`config.mk`:
```
export PLATFORM = sky130hd
export DESIGN_NAME = channel_load_rate_state_machine_core_flat
export DESIGN_NICKNAME = d
export VERILOG_FILES = /design/src/rtl/clrsm_pkg.sv /design/src/rtl/clrsm_if.sv /design/src/rtl/clrsm_div.sv /design/src/rtl/clrsm_cell.sv /design/src/rtl/channel_load_rate_state_machine_core.sv /design/src/flat_wrapper.sv
export VERILOG_INCLUDE_DIRS = /design/src /design/src/rtl
export SDC_FILE = /design/constraint.sdc
export NUM_CORES = 1
export LEC_CHECK = 0
export ABC_CLOCK_PERIOD_IN_PS = 4520
export BUFFER_PORTS_ARGS = -buffer_cell sky130_fd_sc_hd__clkbuf_2
export CAP_MARGIN = 30
export CORE_MARGIN = 2
export CORE_UTILIZATION = 57
export CTS_CLUSTER_SIZE = 20
export DETAILED_ROUTE_END_ITERATION = 8
export GPL_ROUTABILITY_DRIVEN = 0
export PLACE_DENSITY = 0.77
export SLEW_MARGIN = 20
export SYNTH_ARGS = -nofsm -noshare
export SYNTH_HDL_FRONTEND = slang
export SYNTH_SLANG_ARGS = --single-unit
```
`constraint.sdc`:
```
create_clock -name clk -period 4.52 [get_ports clk]
set_clock_uncertainty 0.15 [all_clocks]
set_input_delay 0.452 -clock clk [delete_from_list [all_inputs] [get_ports clk]]
set_output_delay 0.452 -clock clk [all_outputs]
set_load 0.1 [all_outputs]
```
`src/rtl/assert_macros.svh`:
```
// Assertion macros used by the top level of the channel load rate controller.
// Depends on nothing; expects a clock named clk and a reset named rst in scope.
`ifndef ASSERT_MACROS_SVH
`define ASSERT_MACROS_SVH

// Same-cycle implication, checked at every rising edge outside reset.
`define ASSERT_IMPLIES(label, ante, cons, msg) \
  label: assert property (@(posedge clk) disable iff (rst) (ante) |-> (cons)) \
    else $error(msg);

// Next-cycle implication, checked at every rising edge outside reset.
`define ASSERT_NEXT(label, ante, cons, msg) \
  label: assert property (@(posedge clk) disable iff (rst) (ante) |=> (cons)) \
    else $error(msg);

`endif

```
`src/rtl/clrsm_pkg.sv`:
```
// Package for the channel load rate controller: types, codes, constants and
// the level and interval functions. Depends on nothing.
package clrsm_pkg;

  localparam int WINDOW_DEPTH = 8;
  localparam int COUNT_WIDTH  = 24;
  localparam int RATIO_BITS   = 10;
  localparam int RATIO_W      = RATIO_BITS + 1;

  typedef logic [RATIO_W-1:0] ratio_t;
  typedef logic [2:0]         level_t;

  localparam ratio_t RATIO_ONE = ratio_t'(1) << RATIO_BITS;
  localparam level_t MAX_LEVEL = 3'd4;

  // Command codes of an input item.
  localparam logic [1:0] CMD_TICK    = 2'd0;
  localparam logic [1:0] CMD_MEASURE = 2'd1;
  localparam logic [1:0] CMD_EVAL    = 2'd2;

  // Configuration register indexes.
  localparam logic [2:0] REG_LEVEL1 = 3'd0;
  localparam logic [2:0] REG_LEVEL2 = 3'd1;
  localparam logic [2:0] REG_LEVEL3 = 3'd2;
  localparam logic [2:0] REG_LEVEL4 = 3'd3;
  localparam logic [2:0] REG_UP_LEN = 3'd4;
  localparam logic [2:0] REG_DN_LEN = 3'd5;

  // Reset values of the configuration registers.
  localparam ratio_t     LEVEL1_RESET = 11'd154;
  localparam ratio_t     LEVEL2_RESET = 11'd256;
  localparam ratio_t     LEVEL3_RESET = 11'd358;
  localparam ratio_t     LEVEL4_RESET = 11'd410;
  localparam logic [3:0] UP_LEN_RESET = 4'd1;
  localparam logic [3:0] DN_LEN_RESET = 4'd5;

  typedef struct packed {
    logic [1:0] command;
    logic       channel_busy;
  } in_item_t;

  typedef struct packed {
    logic [2:0]  dcc_state;
    logic [9:0]  packet_interval_ms;
    logic [10:0] last_ratio;
    logic        state_changed;
  } out_item_t;

  // Running window extremes that travel down the cell chain.
  typedef struct packed {
    logic   valid;
    ratio_t min;
    ratio_t max;
  } scan_t;

  // Per-cell control from the top level.
  typedef struct packed {
    logic shift;
    logic up_en;
    logic down_en;
  } cell_ctl_t;

  function automatic level_t load_level(input ratio_t r, input ratio_t t1, input ratio_t t2,
                                        input ratio_t t3, input ratio_t t4);
    level_t lv;
    if (r >= t4) lv = 3'd4;
    else if (r >= t3) lv = 3'd3;
    else if (r >= t2) lv = 3'd2;
    else if (r >= t1) lv = 3'd1;
    else lv = 3'd0;
    return lv;
  endfunction

  function automatic logic [9:0] interval_ms(input level_t lv);
    logic [9:0] ms;
    case (lv)
      3'd0:    ms = 10'd40;
      3'd1:    ms = 10'd100;
      3'd2:    ms = 10'd300;
      3'd3:    ms = 10'd500;
      default: ms = 10'd1000;
    endcase
    return ms;
  endfunction

endpackage

```
`src/rtl/clrsm_if.sv`:
```
// Valid/ready channel interfaces for input items and result items.
// Depends on clrsm_pkg for the payload types.
interface clrsm_in_if;
  logic                valid;
  logic                ready;
  clrsm_pkg::in_item_t data;
  modport source (output valid, output data, input ready);
  modport sink (input valid, input data, output ready);
endinterface

interface clrsm_out_if;
  logic                 valid;
  logic                 ready;
  clrsm_pkg::out_item_t data;
  modport source (output valid, output data, input ready);
  modport sink (input valid, input data, output ready);
endinterface

```
`src/rtl/clrsm_div.sv`:
```
// Serial restoring divider giving busy * 2^RATIO_BITS / total, one bit a cycle.
// Depends on clrsm_pkg.
module clrsm_div #(
  parameter int COUNT_WIDTH = clrsm_pkg::COUNT_WIDTH
) (
  input  logic                     clk,
  input  logic                     rst,
  input  logic                     start,
  input  logic [COUNT_WIDTH-1:0]   dividend,
  input  logic [COUNT_WIDTH-1:0]   divisor,
  output logic                     done,
  output clrsm_pkg::ratio_t        quotient
);

  localparam int STEPS = clrsm_pkg::RATIO_BITS + 1;
  localparam int CNT_W = $clog2(STEPS + 1);

  logic [COUNT_WIDTH:0]   rem;
  logic [COUNT_WIDTH-1:0] den;
  clrsm_pkg::ratio_t      quo;
  logic [CNT_W-1:0]       cnt;
  logic                   active;
  logic                   fits;
  logic [COUNT_WIDTH:0]   rem_sub;
  logic [COUNT_WIDTH:0]   rem_next;

  // Busy never exceeds total, so the remainder stays below the divisor after
  // each subtract and the doubled value fits one extra bit.
  assign fits     = rem >= {1'b0, den};
  assign rem_sub  = fits ? rem - {1'b0, den} : rem;
  assign rem_next = {rem_sub[COUNT_WIDTH-1:0], 1'b0};
  assign quotient = (den == '0) ? '0 : quo;

  always_ff @(posedge clk) begin
    if (rst) begin
      active <= 1'b0;
      done   <= 1'b0;
      cnt    <= '0;
    end else begin
      done <= 1'b0;
      if (start) begin
        active <= 1'b1;
        cnt    <= CNT_W'(STEPS);
      end else if (active) begin
        cnt <= cnt - CNT_W'(1);
        if (cnt == CNT_W'(1)) begin
          active <= 1'b0;
          done   <= 1'b1;
        end
      end
    end
  end

  always_ff @(posedge clk) begin
    if (start) begin
      rem <= {1'b0, dividend};
      den <= divisor;
      quo <= '0;
    end else if (active) begin
      rem <= rem_next;
      quo <= {quo[clrsm_pkg::RATIO_W-2:0], fits};
    end
  end

endmodule

```
`src/rtl/clrsm_cell.sv`:
```
// One cell of the ratio chain: holds one measured ratio and folds it into the
// window minimum and maximum passing through. Depends on clrsm_pkg.
module clrsm_cell (
  input  logic                  clk,
  input  logic                  rst,
  input  clrsm_pkg::cell_ctl_t  ctl,
  input  clrsm_pkg::ratio_t     ratio_in,
  output clrsm_pkg::ratio_t     ratio,
  input  clrsm_pkg::scan_t      scan_in,
  output clrsm_pkg::scan_t      scan_out
);

  logic take_min;
  logic take_max;

  assign take_min = ctl.up_en && (ratio < scan_in.min);
  assign take_max = ctl.down_en && (ratio > scan_in.max);

  always_ff @(posedge clk) begin
    if (ctl.shift) begin
      ratio <= ratio_in;
    end
  end

  always_ff @(posedge clk) begin
    if (rst) begin
      scan_out.valid <= 1'b0;
    end else begin
      scan_out.valid <= scan_in.valid;
    end
  end

  always_ff @(posedge clk) begin
    scan_out.min <= take_min ? ratio : scan_in.min;
    scan_out.max <= take_max ? ratio : scan_in.max;
  end

endmodule

```
`src/rtl/channel_load_rate_state_machine_core.sv`:
```
// Top level of the channel load rate controller with its control sequencer.
// Depends on clrsm_pkg, clrsm_if, clrsm_cell, clrsm_div and assert_macros.svh.

// The block keeps a five-state congestion level from the channel busy ratio.
// Each input item carries a command: a sense tick adds to the busy and total
// counts, an end of measure interval divides busy by total into a Q1.10 ratio
// and pushes it into a chain of WINDOW_DEPTH cells, and an evaluate compares
// the minimum over the newest up-window ratios and the maximum over the newest
// down-window ratios with four thresholds to move the level up or down. Every
// item produces exactly one result transfer with the level, its beacon interval,
// the latest ratio and a flag telling whether this item moved the level. Items
// are processed one at a time: a measure waits for the serial divider, which
// retires one quotient bit per cycle, and an evaluate waits for the running
// minimum and maximum, which step through one cell per cycle. A finished
// result sits in an output register, so the next item is taken while the
// result waits to be picked up; a second result only waits for the register
// to empty. The ratio cells hold no reset value: a cell is consulted only
// after a measure wrote it. Configuration writes are taken at any time but
// must only be issued while the block is idle.
`include "assert_macros.svh"

module channel_load_rate_state_machine_core #(
  parameter int WINDOW_DEPTH = clrsm_pkg::WINDOW_DEPTH,
  parameter int COUNT_WIDTH  = clrsm_pkg::COUNT_WIDTH
) (
  input  logic                        clk,
  input  logic                        rst,
  clrsm_in_if.sink                    item,
  clrsm_out_if.source                 result,
  input  logic                        cfg_we,
  input  logic [2:0]                  cfg_index,
  input  logic [clrsm_pkg::RATIO_W-1:0] cfg_data
);

  localparam int FILL_W = $clog2(WINDOW_DEPTH + 1);
  localparam logic [COUNT_WIDTH-1:0] COUNT_MAX = '1;

  // One-hot sequencer states.
  typedef enum logic [3:0] {
    S_IDLE = 4'b0001,
    S_DIV  = 4'b0010,
    S_SCAN = 4'b0100,
    S_POST = 4'b1000
  } seq_state_t;

  seq_state_t state;

  // Configuration registers.
  clrsm_pkg::ratio_t thr1;
  clrsm_pkg::ratio_t thr2;
  clrsm_pkg::ratio_t thr3;
  clrsm_pkg::ratio_t thr4;
  logic [3:0]        up_len;
  logic [3:0]        down_len;

  // Measurement and level state.
  logic [COUNT_WIDTH-1:0] busy_cnt;
  logic [COUNT_WIDTH-1:0] total_cnt;
  logic [FILL_W-1:0]      fill;
  clrsm_pkg::level_t      level;
  clrsm_pkg::level_t      level_next;
  clrsm_pkg::level_t      up_lv;
  clrsm_pkg::level_t      down_lv;
  clrsm_pkg::ratio_t      latest_ratio;
  logic                   changed;

  logic              accept;
  logic              post_load;
  logic              div_start;
  logic              div_done;
  clrsm_pkg::ratio_t div_quotient;
  logic              ring_shift;
  logic              scan_start;

  clrsm_pkg::cell_ctl_t cell_ctl  [WINDOW_DEPTH];
  clrsm_pkg::ratio_t    ratio_link [WINDOW_DEPTH+1];
  clrsm_pkg::scan_t     scan_link  [WINDOW_DEPTH+1];
  clrsm_pkg::scan_t     scan_last;

  assign item.ready = (state == S_IDLE);
  assign accept     = item.valid && item.ready;

  // A measure starts the divider with the counts as they stand at the transfer.
  assign div_start  = accept && (item.data.command == clrsm_pkg::CMD_MEASURE);
  // An evaluate with at least one stored ratio sends a scan token down the cells.
  assign scan_start = accept && (item.data.command == clrsm_pkg::CMD_EVAL) && (fill != '0);
  // The new ratio enters the first cell and every cell hands its ratio onward.
  assign ring_shift = (state == S_DIV) && div_done;
  // The result register takes a new result when it is empty or being emptied.
  assign post_load  = (state == S_POST) && (!result.valid || result.ready);

  clrsm_div #(
    .COUNT_WIDTH (COUNT_WIDTH)
  ) u_div (
    .clk      (clk),
    .rst      (rst),
    .start    (div_start),
    .dividend (busy_cnt),
    .divisor  (total_cnt),
    .done     (div_done),
    .quotient (div_quotient)
  );

  // The scan starts with the neutral extremes; the first cell is always in
  // both windows, so the neutral values never survive to the end.
  assign scan_link[0].valid = scan_start;
  assign scan_link[0].min   = clrsm_pkg::RATIO_ONE;
  assign scan_link[0].max   = '0;
  assign ratio_link[0]      = div_quotient;
  assign scan_last          = scan_link[WINDOW_DEPTH];

  // Cell k holds the ratio measured k intervals ago. It joins a window when it
  // has been written and lies within the window length (a length of zero
  // counts as one).
  always_comb begin
    for (int k = 0; k < WINDOW_DEPTH; k++) begin
      cell_ctl[k].shift   = ring_shift;
      cell_ctl[k].up_en   = (k < int'(fill)) && ((k == 0) || (k < int'(up_len)));
      cell_ctl[k].down_en = (k < int'(fill)) && ((k == 0) || (k < int'(down_len)));
    end
  end

  for (genvar g = 0; g < WINDOW_DEPTH; g++) begin : g_cell
    clrsm_cell u_cell (
      .clk      (clk),
      .rst      (rst),
      .ctl      (cell_ctl[g]),
      .ratio_in (ratio_link[g]),
      .ratio    (ratio_link[g+1]),
      .scan_in  (scan_link[g]),
      .scan_out (scan_link[g+1])
    );
  end

  // Rising takes priority over falling: the level rises to the level of the
  // window minimum, otherwise falls to the level of the window maximum.
  always_comb begin
    up_lv   = clrsm_pkg::load_level(scan_last.min, thr1, thr2, thr3, thr4);
    down_lv = clrsm_pkg::load_level(scan_last.max, thr1, thr2, thr3, thr4);
    if (up_lv > level) begin
      level_next = up_lv;
    end else if (down_lv < level) begin
      level_next = down_lv;
    end else begin
      level_next = level;
    end
  end

  // Configuration writes; indexes beyond the list are ignored.
  always_ff @(posedge clk) begin
    if (rst) begin
      thr1     <= clrsm_pkg::LEVEL1_RESET;
      thr2     <= clrsm_pkg::LEVEL2_RESET;
      thr3     <= clrsm_pkg::LEVEL3_RESET;
      thr4     <= clrsm_pkg::LEVEL4_RESET;
      up_len   <= clrsm_pkg::UP_LEN_RESET;
      down_len <= clrsm_pkg::DN_LEN_RESET;
    end else if (cfg_we) begin
      case (cfg_index)
        clrsm_pkg::REG_LEVEL1: thr1     <= cfg_data;
        clrsm_pkg::REG_LEVEL2: thr2     <= cfg_data;
        clrsm_pkg::REG_LEVEL3: thr3     <= cfg_data;
        clrsm_pkg::REG_LEVEL4: thr4     <= cfg_data;
        clrsm_pkg::REG_UP_LEN: up_len   <= cfg_data[3:0];
        clrsm_pkg::REG_DN_LEN: down_len <= cfg_data[3:0];
        default: ;
      endcase
    end
  end

  // Sequencer and measurement state.
  always_ff @(posedge clk) begin
    if (rst) begin
      state        <= S_IDLE;
      busy_cnt     <= '0;
      total_cnt    <= '0;
      fill         <= '0;
      level        <= '0;
      latest_ratio <= '0;
      changed      <= 1'b0;
    end else begin
      case (state)
        S_IDLE: begin
          if (accept) begin
            changed <= 1'b0;
            case (item.data.command)
              clrsm_pkg::CMD_TICK: begin
                // Both counts stop at full scale; busy never passes total.
                if (total_cnt != COUNT_MAX) begin
                  total_cnt <= total_cnt + COUNT_WIDTH'(1);
                  if (item.data.channel_busy && (busy_cnt != COUNT_MAX)) begin
                    busy_cnt <= busy_cnt + COUNT_WIDTH'(1);
                  end
                end
                state <= S_POST;
              end
              clrsm_pkg::CMD_MEASURE: state <= S_DIV;
              clrsm_pkg::CMD_EVAL: begin
                // With no ratio stored yet the level is kept.
                state <= (fill != '0) ? S_SCAN : S_POST;
              end
              default: state <= S_POST;
            endcase
          end
        end
        S_DIV: begin
          if (div_done) begin
            latest_ratio <= div_quotient;
            busy_cnt     <= '0;
            total_cnt    <= '0;
            if (fill != FILL_W'(WINDOW_DEPTH)) begin
              fill <= fill + FILL_W'(1);
            end
            state <= S_POST;
          end
        end
        S_SCAN: begin
          if (scan_last.valid) begin
            level   <= level_next;
            changed <= (level_next != level);
            state   <= S_POST;
          end
        end
        S_POST: begin
          if (post_load) begin
            state <= S_IDLE;
          end
        end
        default: state <= S_IDLE;
      endcase
    end
  end

  // Output register: holds a result until its transfer completes.
  always_ff @(posedge clk) begin
    if (rst) begin
      result.valid <= 1'b0;
    end else if (post_load) begin
      result.valid <= 1'b1;
    end else if (result.ready) begin
      result.valid <= 1'b0;
    end
  end

  always_ff @(posedge clk) begin
    if (post_load) begin
      result.data.dcc_state          <= level;
      result.data.packet_interval_ms <= clrsm_pkg::interval_ms(level);
      result.data.last_ratio         <= latest_ratio;
      result.data.state_changed      <= changed;
    end
  end

  `ASSERT_IMPLIES(a_level_range, 1'b1, level <= clrsm_pkg::MAX_LEVEL, "level above four")
  `ASSERT_IMPLIES(a_scan_owner, scan_last.valid, state == S_SCAN, "scan ended outside scan state")
  `ASSERT_IMPLIES(a_div_owner, div_done, state == S_DIV, "divider finished outside divide state")
  `ASSERT_NEXT(a_changed_flag, (state == S_SCAN) && scan_last.valid,
    changed == (level != $past(level)), "change flag disagrees with level")

endmodule
```
`src/flat_wrapper.sv`:
```
// flat-port wrapper written by rule: the top's interface ports become plain ports
module channel_load_rate_state_machine_core_flat 
#(
  parameter int WINDOW_DEPTH = clrsm_pkg::WINDOW_DEPTH,
  parameter int COUNT_WIDTH  = clrsm_pkg::COUNT_WIDTH
)
  (clk, rst, cfg_we, cfg_index, cfg_data, item_valid, item_data, item_ready, result_valid, result_data, result_ready);
  clrsm_in_if item_i ();
  clrsm_out_if result_i ();
  input  logic clk;
  input  logic rst;
  input  logic cfg_we;
  input  logic [2:0] cfg_index;
  input  logic [clrsm_pkg::RATIO_W-1:0] cfg_data;
  input wire logic [$bits(item_i.valid)-1:0] item_valid;
  input wire logic [$bits(item_i.data)-1:0] item_data;
  output wire logic [$bits(item_i.ready)-1:0] item_ready;
  output wire logic [$bits(result_i.valid)-1:0] result_valid;
  output wire logic [$bits(result_i.data)-1:0] result_data;
  input wire logic [$bits(result_i.ready)-1:0] result_ready;
  assign item_i.valid = item_valid;
  assign item_i.data = item_data;
  assign item_ready = item_i.ready;
  assign result_valid = result_i.valid;
  assign result_data = result_i.data;
  assign result_i.ready = result_ready;
  channel_load_rate_state_machine_core #(.WINDOW_DEPTH(WINDOW_DEPTH), .COUNT_WIDTH(COUNT_WIDTH)) u_core (.clk(clk), .rst(rst), .item(item_i), .result(result_i), .cfg_we(cfg_we), .cfg_index(cfg_index), .cfg_data(cfg_data));
endmodule
```
==> results of run 1 <==
==> registers in the layout, summed over array words and instances (netlist names), 3 cells and up <==
| signal | count |
|---|---|
| u_core.thr1 | 11 |
| u_core.u_div.rem | 25 |
| u_core.u_div.quo | 11 |
| u_core.u_div.den | 24 |
| u_core.up_len | 4 |
| u_core.g_cell.u_cell.ratio | 88 |
| u_core.state | 4 |
| u_core.down_len | 4 |
| u_core.thr2 | 11 |
| u_core.thr3 | 11 |
| u_core.latest_ratio | 11 |
| u_core.total_cnt | 24 |
| u_core.g_cell.u_cell.scan_out | 184 |
| u_core.level | 3 |
| u_core.result.data | 22 |
| u_core.fill | 4 |
| u_core.thr4 | 11 |
| u_core.busy_cnt | 24 |
| u_core.u_div.cnt | 4 |
==> layout make-up <==
class | count | area share [%]
Timing Repair Buffer | 79 | 1.95
Clock buffer | 75 | 5.38
Sequential cell | 484 | 41.9
Multi-Input combinational cell | 1577 | 44.2
Tap cell | 539 | 2.51
Inverter | 246 | 3.44
Clock inverter | 17 | 0.591
==> critical path, cell delays in order (launching register included) <==
cell,delay [ps]
dfxtp_1,330
inv_1,60
ha_1,190
or4_1,530
a211oi_1,220
o21ai_0,120
a21oi_1,210
a21oi_1,170
ha_1,340
nor2b_1,130
o21ai_0,90
a32oi_1,440
inv_1,160
o21ai_0,340
xor2_1,200
a31oi_1,100
==> metrics by stage <==
stage / area, um2 / worst slack, ps / util (%)
after floorplan: 24300 / 84.6 / -
after global placement: 25200 / 859 / 59.9
after detailed placement: 25200 / 722 / 59.9
after CTS: 26900 / 679 / 63.9
after global routing: 26900 / 296 / 64.0
final: 26900 / 618 / 64.0
==> synth_stat cells, types with 24 or more instances <==
library cell,number
mux2_2,150
xnor2_1,38
o21a_1,47
inv_1,245
dfxtp_1,326
edfxtp_1,158
clkbuf_1,45
ha_1,271
mux2i_1,29
a21oi_1,132
and2_1,26
nor3_1,48
nand4_1,36
nand3_1,41
xor2_1,24
nand2_1,170
o21ai_0,75
a21o_1,42
nor2b_1,36
nor2_1,172
nand2b_1,25
==> per-layer routing <==
metal	global-route usage, %	vias to the layer above	share of wire, %
li1	-	8529	-
met1	29.7	8185	42
met2	41.8	452	48
met3	4.16	147	5.8
met4	11.7	2	4.2
met5	0	-	0.019
==> cells in the final DEF, fill, tap and decap left out, types with 29 or more instances in the layout <==
cell,instances
dfxtp_1,326
ha_1,271
inv_1,244
nor2_1,171
nand2_1,170
edfxtp_1,158
mux2_2,150
a21oi_1,132
o21ai_0,75
clkbuf_16,51
o21a_1,47
nor3_1,47
clkbuf_2,44
a21o_1,42
nand3_1,41
xnor2_1,38
nand4_1,36
nor2b_1,35
mux2i_1,29
==> path summary, 6_finish.rpt <==
path,end,slack [ps],startpoint
worst max-delay path,u_core.changed,620,u_core.thr3[9]
worst min-delay path,u_core.g_cell[0].u_cell.scan_out[22],30,item_valid
worst max register to register,u_core.changed,620,u_core.thr3[9]
worst min register to register,u_core.result.data[8],280,u_core.latest_ratio[7]
==> power groups by stage <==
stage | Sequential (uW) | Combinational [uW] | Clock, uW
final | 4640 | 702 | 3990
after global routing | 4650 | 773 | 4210
after CTS | 4640 | 694 | 4050
after detailed placement | 4730 | 687 | 0
after global placement | 4730 | 663 | 0
after floorplan | 4730 | 521 | 0
==> timing repair <==
action | 4_1_cts | 5_1_grt
endpoints found under the hold margin | 17 | 0
setup endpoints to repair | 0 | 0
hold buffers | 5 | 0
setup buffers | 0 | 0
==> logic make-up after synthesis <==
| group | after synthesis |
|---|---|
| AND/OR/NAND/NOR | 637 |
| adder cells (fa/ha/maj) | 272 |
| other | 2 |
| flip-flops | 484 |
| AO/OA/AOI/OAI | 424 |
| XOR/XNOR | 62 |
| multiplexers | 179 |
| buffers and inverters | 317 |
==> out/summary.txt, run 1 <==
Vias in the first global route -> 17,497
Most used flip-flop cell after synthesis -> dfxtp_1
Post-route minimum period -> 3900 ps
First DRT Iteration DRCs -> 1,207
Total routed wirelength -> 53,300 um
Drt first pass iters -> 5
Status -> finished clean
Yosys top cell area share -> 26.8%
CTS max path bufs -> 3
Cts repair resizes -> 0
Data required time of the worst path -> 4840 ps
Adder-Cell Fraction of Synth Area -> 14.0%
Syn Area/Cell -> 10.2 um2
Io pins -> 49
Pwr dens -> 347 nW/um2
Startpoint Class -> flip-flop
Proportion of synthesized area in mux cells -> 8.13%
GRT Residual Overflow -> 0
Die Footprint -> 44,400 um2
Hold depth -> 3
DPL Wire Length -> 39,300 um
Peak fanout along the critical path -> 6
Final setup TNS -> 0 ps
Row cnt -> 75
Die Y -> 211 um
Chip width -> 211 um
CTS clk-pin slew, worst paths -> 60 ps
Peak Freq -> 256 MHz
Vias/cell -> 5.74
Fin. Hold Viols -> 0
Antenna violations before repair -> 1
Worst-Skew Late Latency -> 600 ps
RSZ-0062 raised after global routing -> no
Max Slew Vio Count -> 0
Gate power share -> 7.5%
Post-synthesis sequential area ratio -> 46.3%
# setup viols final -> 0
Period utilization -> 86.3%
Area grow syn2layout -> 10.5%
Min Hold Slack -> 29.1 ps
Yosys warnings -> 0
Sequential share of power -> 49.7%
Worst Hold Class -> in2reg
DRC -> 0
Gr usage total -> 24.3%
P_sw -> 2210 uW
Relative slew margins -> 35.6%
Starting Density -> 57.9%
CTS H-tree lvls -> 2
Mapped Area -> 24,300 um2
Worst EP arrival -> 4230 ps
Worst-Margin Slew -> 964 ps
Yosys reg bits -> 484
Power consumption -> 9340 uW
Number of flops mapped to enable cells by yosys -> 158
VDD IR max -> 366 uV
Clock sink count -> 484
Non-filler cells, final -> 3,017
Leakage -> 0.0109 uW
Clk pwr share -> 42.8%
Switching Share -> 23.7%
Multi-input gate area -> 11,900 um2
Syn Inst Count -> 2,377
Synth Area in Compound Gates -> 11.5%
TritonCTS Buffers -> 49
Share of layout cells above drive strength 1 -> 13.2%
Largest family of logic cells by synthesized area -> adder cells
DRT antenna net count -> 0
Reg area -> 11,300 um2
Buffers on Ports -> 45
CORE AREA -> 42,000 um2
Routed len/inst -> 17.7 um
P_int -> 7130 uW
First-pass GRT wire length -> 87,200 um
Ant diodes -> 0
Fin nets -> 2,731
Main area contributors after synthesis -> dfxtp_1 (27%), edfxtp_1 (19%), ha_1 (14%)
Placed insts -> 2,915
Cell taking the most area after synthesis -> dfxtp_1
Number of fill cells -> 3,265
Via count -> 17,315
Asr flop ratio synth -> 0%
Largest net degree at the start of global routing -> 61
Reg2Reg Depth -> 15
Xor and xnor fraction of the mapped netlist area -> 2.23%
Setup CP Type -> reg2reg
CTS root buf -> clkbuf_16
Worst Setup End Kind -> flip-flop
Synth Area in Simple Gates -> 12.8%
Total of max-cap violations -> 0
CTS tree -> done
Library cells used by synthesis -> 77
No activity file was read; power rests on OpenSTA's default activity.
==> run 2, diff against run 1 <==
--- a/config.mk
+++ b/config.mk
@@ -9,12 +9,12 @@
 export ABC_CLOCK_PERIOD_IN_PS = 4520
 export BUFFER_PORTS_ARGS = -buffer_cell sky130_fd_sc_hd__clkbuf_2
 export CAP_MARGIN = 30
-export CORE_MARGIN = 2
+export CORE_MARGIN = 5
 export CORE_UTILIZATION = 57
 export CTS_CLUSTER_SIZE = 20
 export DETAILED_ROUTE_END_ITERATION = 8
 export GPL_ROUTABILITY_DRIVEN = 0
-export PLACE_DENSITY = 0.77
+export PLACE_DENSITY = 0.76
 export SLEW_MARGIN = 20
 export SYNTH_ARGS = -nofsm -noshare
 export SYNTH_HDL_FRONTEND = slang
==> run 2 against run 1 <==
Effect of this change: combinational power down 1%; global-route usage down 1.8 points; critical path type unchanged; sequential power about the same; largest power group unchanged.
==> out/summary.txt, run 2 (same netlist as run 1, synthesis figures left out) <==
Worst-Margin Slew -> 816 ps (-148 ps)
Via count -> 17,330 (+0.087%)
First DRT Iteration DRCs -> 1,013 (-16%)
Data required time of the worst path -> 4830 ps (about the same)
CTS H-tree lvls -> 2 (unchanged)
GRT Residual Overflow -> 0 (unchanged)
Startpoint Class -> flip-flop
Top reg by flops -> u_core.g_cell.u_cell.scan_out
Row cnt -> 75 (unchanged)
Share of layout cells above drive strength 1 -> 13.3% (+0.19 points)
Status -> finished clean
Setup CP Type -> reg2reg
Post-route minimum period -> 3960 ps (+53.9 ps)
CTS tree -> done
Relative slew margins -> 44.2% (+8.6 points)
Worst Setup End Kind -> flip-flop
Slowest stage delay, CP -> 530 ps (about the same)
Routed len/inst -> 17.7 um (+0.42%)
CTS root buf -> clkbuf_16
Min Hold Slack -> 46.9 ps (+17.8 ps)
Fin nets -> 2,729 (-0.073%)
Most frequent cells in the layout -> dfxtp_1 (326), ha_1 (271), inv_1 (244)
DRC -> 0 (unchanged)
Cts repair resizes -> 0 (unchanged)
CTS clk-pin slew, worst paths -> 70 ps (about the same)
TritonCTS Buffers -> 48 (-2.0%)
Hold Buf Count CTS -> 4 (-1)
Vias in the first global route -> 17,514 (+0.097%)
Power consumption -> 9410 uW (+0.75%)
Largest net degree at the start of global routing -> 57 (-6.6%)
Fin. Hold Viols -> 0 (unchanged)
Max reg flops -> 184 (unchanged)
Antenna violations before repair -> 1 (unchanged)
Worst path slowest cell -> or4_1
Area grow syn2layout -> 10.5% (about the same)
Chip width -> 217 um (+2.8%)
CORE AREA -> 42,100 um2 (+0.22%)
Peak Freq -> 253 MHz (-1.4%)
Starting Density -> 57.8% (-0.13 points)
RSZ-0062 raised after global routing -> no
Worst EP arrival -> 4260 ps (+30 ps)
CP dominant cell by count -> o21ai_0
Die Footprint -> 46,900 um2 (+5.8%)
CTS max path bufs -> 3 (unchanged)
Total routed wirelength -> 53,400 um (+0.28%)
Setup Buffers After CTS -> 0 (unchanged)
DRT antenna net count -> 0 (unchanged)
# setup viols final -> 0 (unchanged)
Buffers on Ports -> 45 (unchanged)
Pwr dens -> 350 nW/um2 (+0.72%)
Clock sink count -> 484 (unchanged)
Drt first pass iters -> 5 (unchanged)
Max Slew Vio Count -> 0 (unchanged)
First-pass GRT wire length -> 87,500 um (+0.28%)
Total of max-cap violations -> 0 (unchanged)
Gr usage total -> 22.5% (-1.8 points)
VDD IR max -> 310 uV (-15%)
Final setup TNS -> 0 ps (unchanged)
Vias/cell -> 5.75 (+0.22%)
Worst Hold Class -> in2reg
Leakage -> 0.0109 uW (+0.29%)
Peak fanout along the critical path -> 6 (unchanged)
Die Y -> 217 um (+2.8%)
Top Registers -> u_core.g_cell.u_cell.scan_out (184), u_core.g_cell.u_cell.ratio (88), u_core.u_div.rem (25)
DPL Wire Length -> 39,400 um (+0.26%)
Layout Utilization -> 63.8% (-0.12 points)
Most common cell after layout, fill and taps aside -> dfxtp_1
Period utilization -> 87.5% (+1.2 points)
Worst-Skew Late Latency -> 590 ps (about the same)
Worst path cell trace -> inv_1 > ha_1 > or4_1 > a211oi_1 > o21ai_0 > a21oi_1 > a21oi_1 > ha_1 > nor2b_1 > o21ai_0 > a32oi_1 > inv_1 > o21ai_0 > xor2_1 > a31oi_1
Io pins -> 49 (unchanged)
## run 2: cell count changes in the layout (fill, tap and decap cells not counted), sizes merged
cell         previous run  this run
buf                    29        28
bufinv                  1         4
clkbuf                120       107
clkinv                  8        20
clkinvlp                4         1
diode                   0         1
dlygate4sd3             5         4
inv                   250       248
## run 2: report_power, final
part,switching [uW],internal (uW)
sequential,63.1,4580
clock,1690,2390
combinational,434,261
## run 2: final timing paths
kind	startpoint	to	slack (ps)	cells after the start
max	u_core.thr3[9]	u_core.changed	560	15
min	cfg_data[9]	u_core.thr1[9]	50	3
max reg2reg	u_core.thr3[9]	u_core.changed	560	15
min reg2reg	u_core.g_cell[5].u_cell.scan_out[22]	u_core.g_cell[6].u_cell.scan_out[22]	290	1
## run 2: per-stage QoR
step / instances / instance area, um2 / setup slack, ps
after floorplan: 2378 / 24300 / 84.6
after global placement: 2912 / 25200 / 850
after detailed placement: 2914 / 25200 / 685
after CTS: 3006 / 26800 / 659
after global routing: 3012 / 26900 / 323
final: 3013 / 26900 / 564
## run 2: metal layers
layer  global-route usage (%)  vias up  wire length [um]
met4                     8.73        0              1820
met3                     3.11      122              2650
met2                     40.0      460             26500
li1                         -     8520                 -
met5                        0        -                 0
met1                     27.7     8228             22400
## run 2: final cells by class
type	count	area, um2
inverters	246	926
flip-flops and latches	484	11300
diodes	1	2.50
repair buffers	78	505
fillers	3216	15200
clock inverters	27	259
well taps	539	674
multi-input cells	1577	11900
clock buffers	61	1370
## run 2: worst max-delay path: cells and delay by family, from the launching register on
kind | cells | cell delay, ps
AOI/OAI and AO/OA | 8 | 1740
adders and majority gates | 2 | 540
and+or+nand+nor | 2 | 650
DFF | 1 | 340
xor gates and xnor gates | 1 | 200
buffers and inverters | 2 | 220
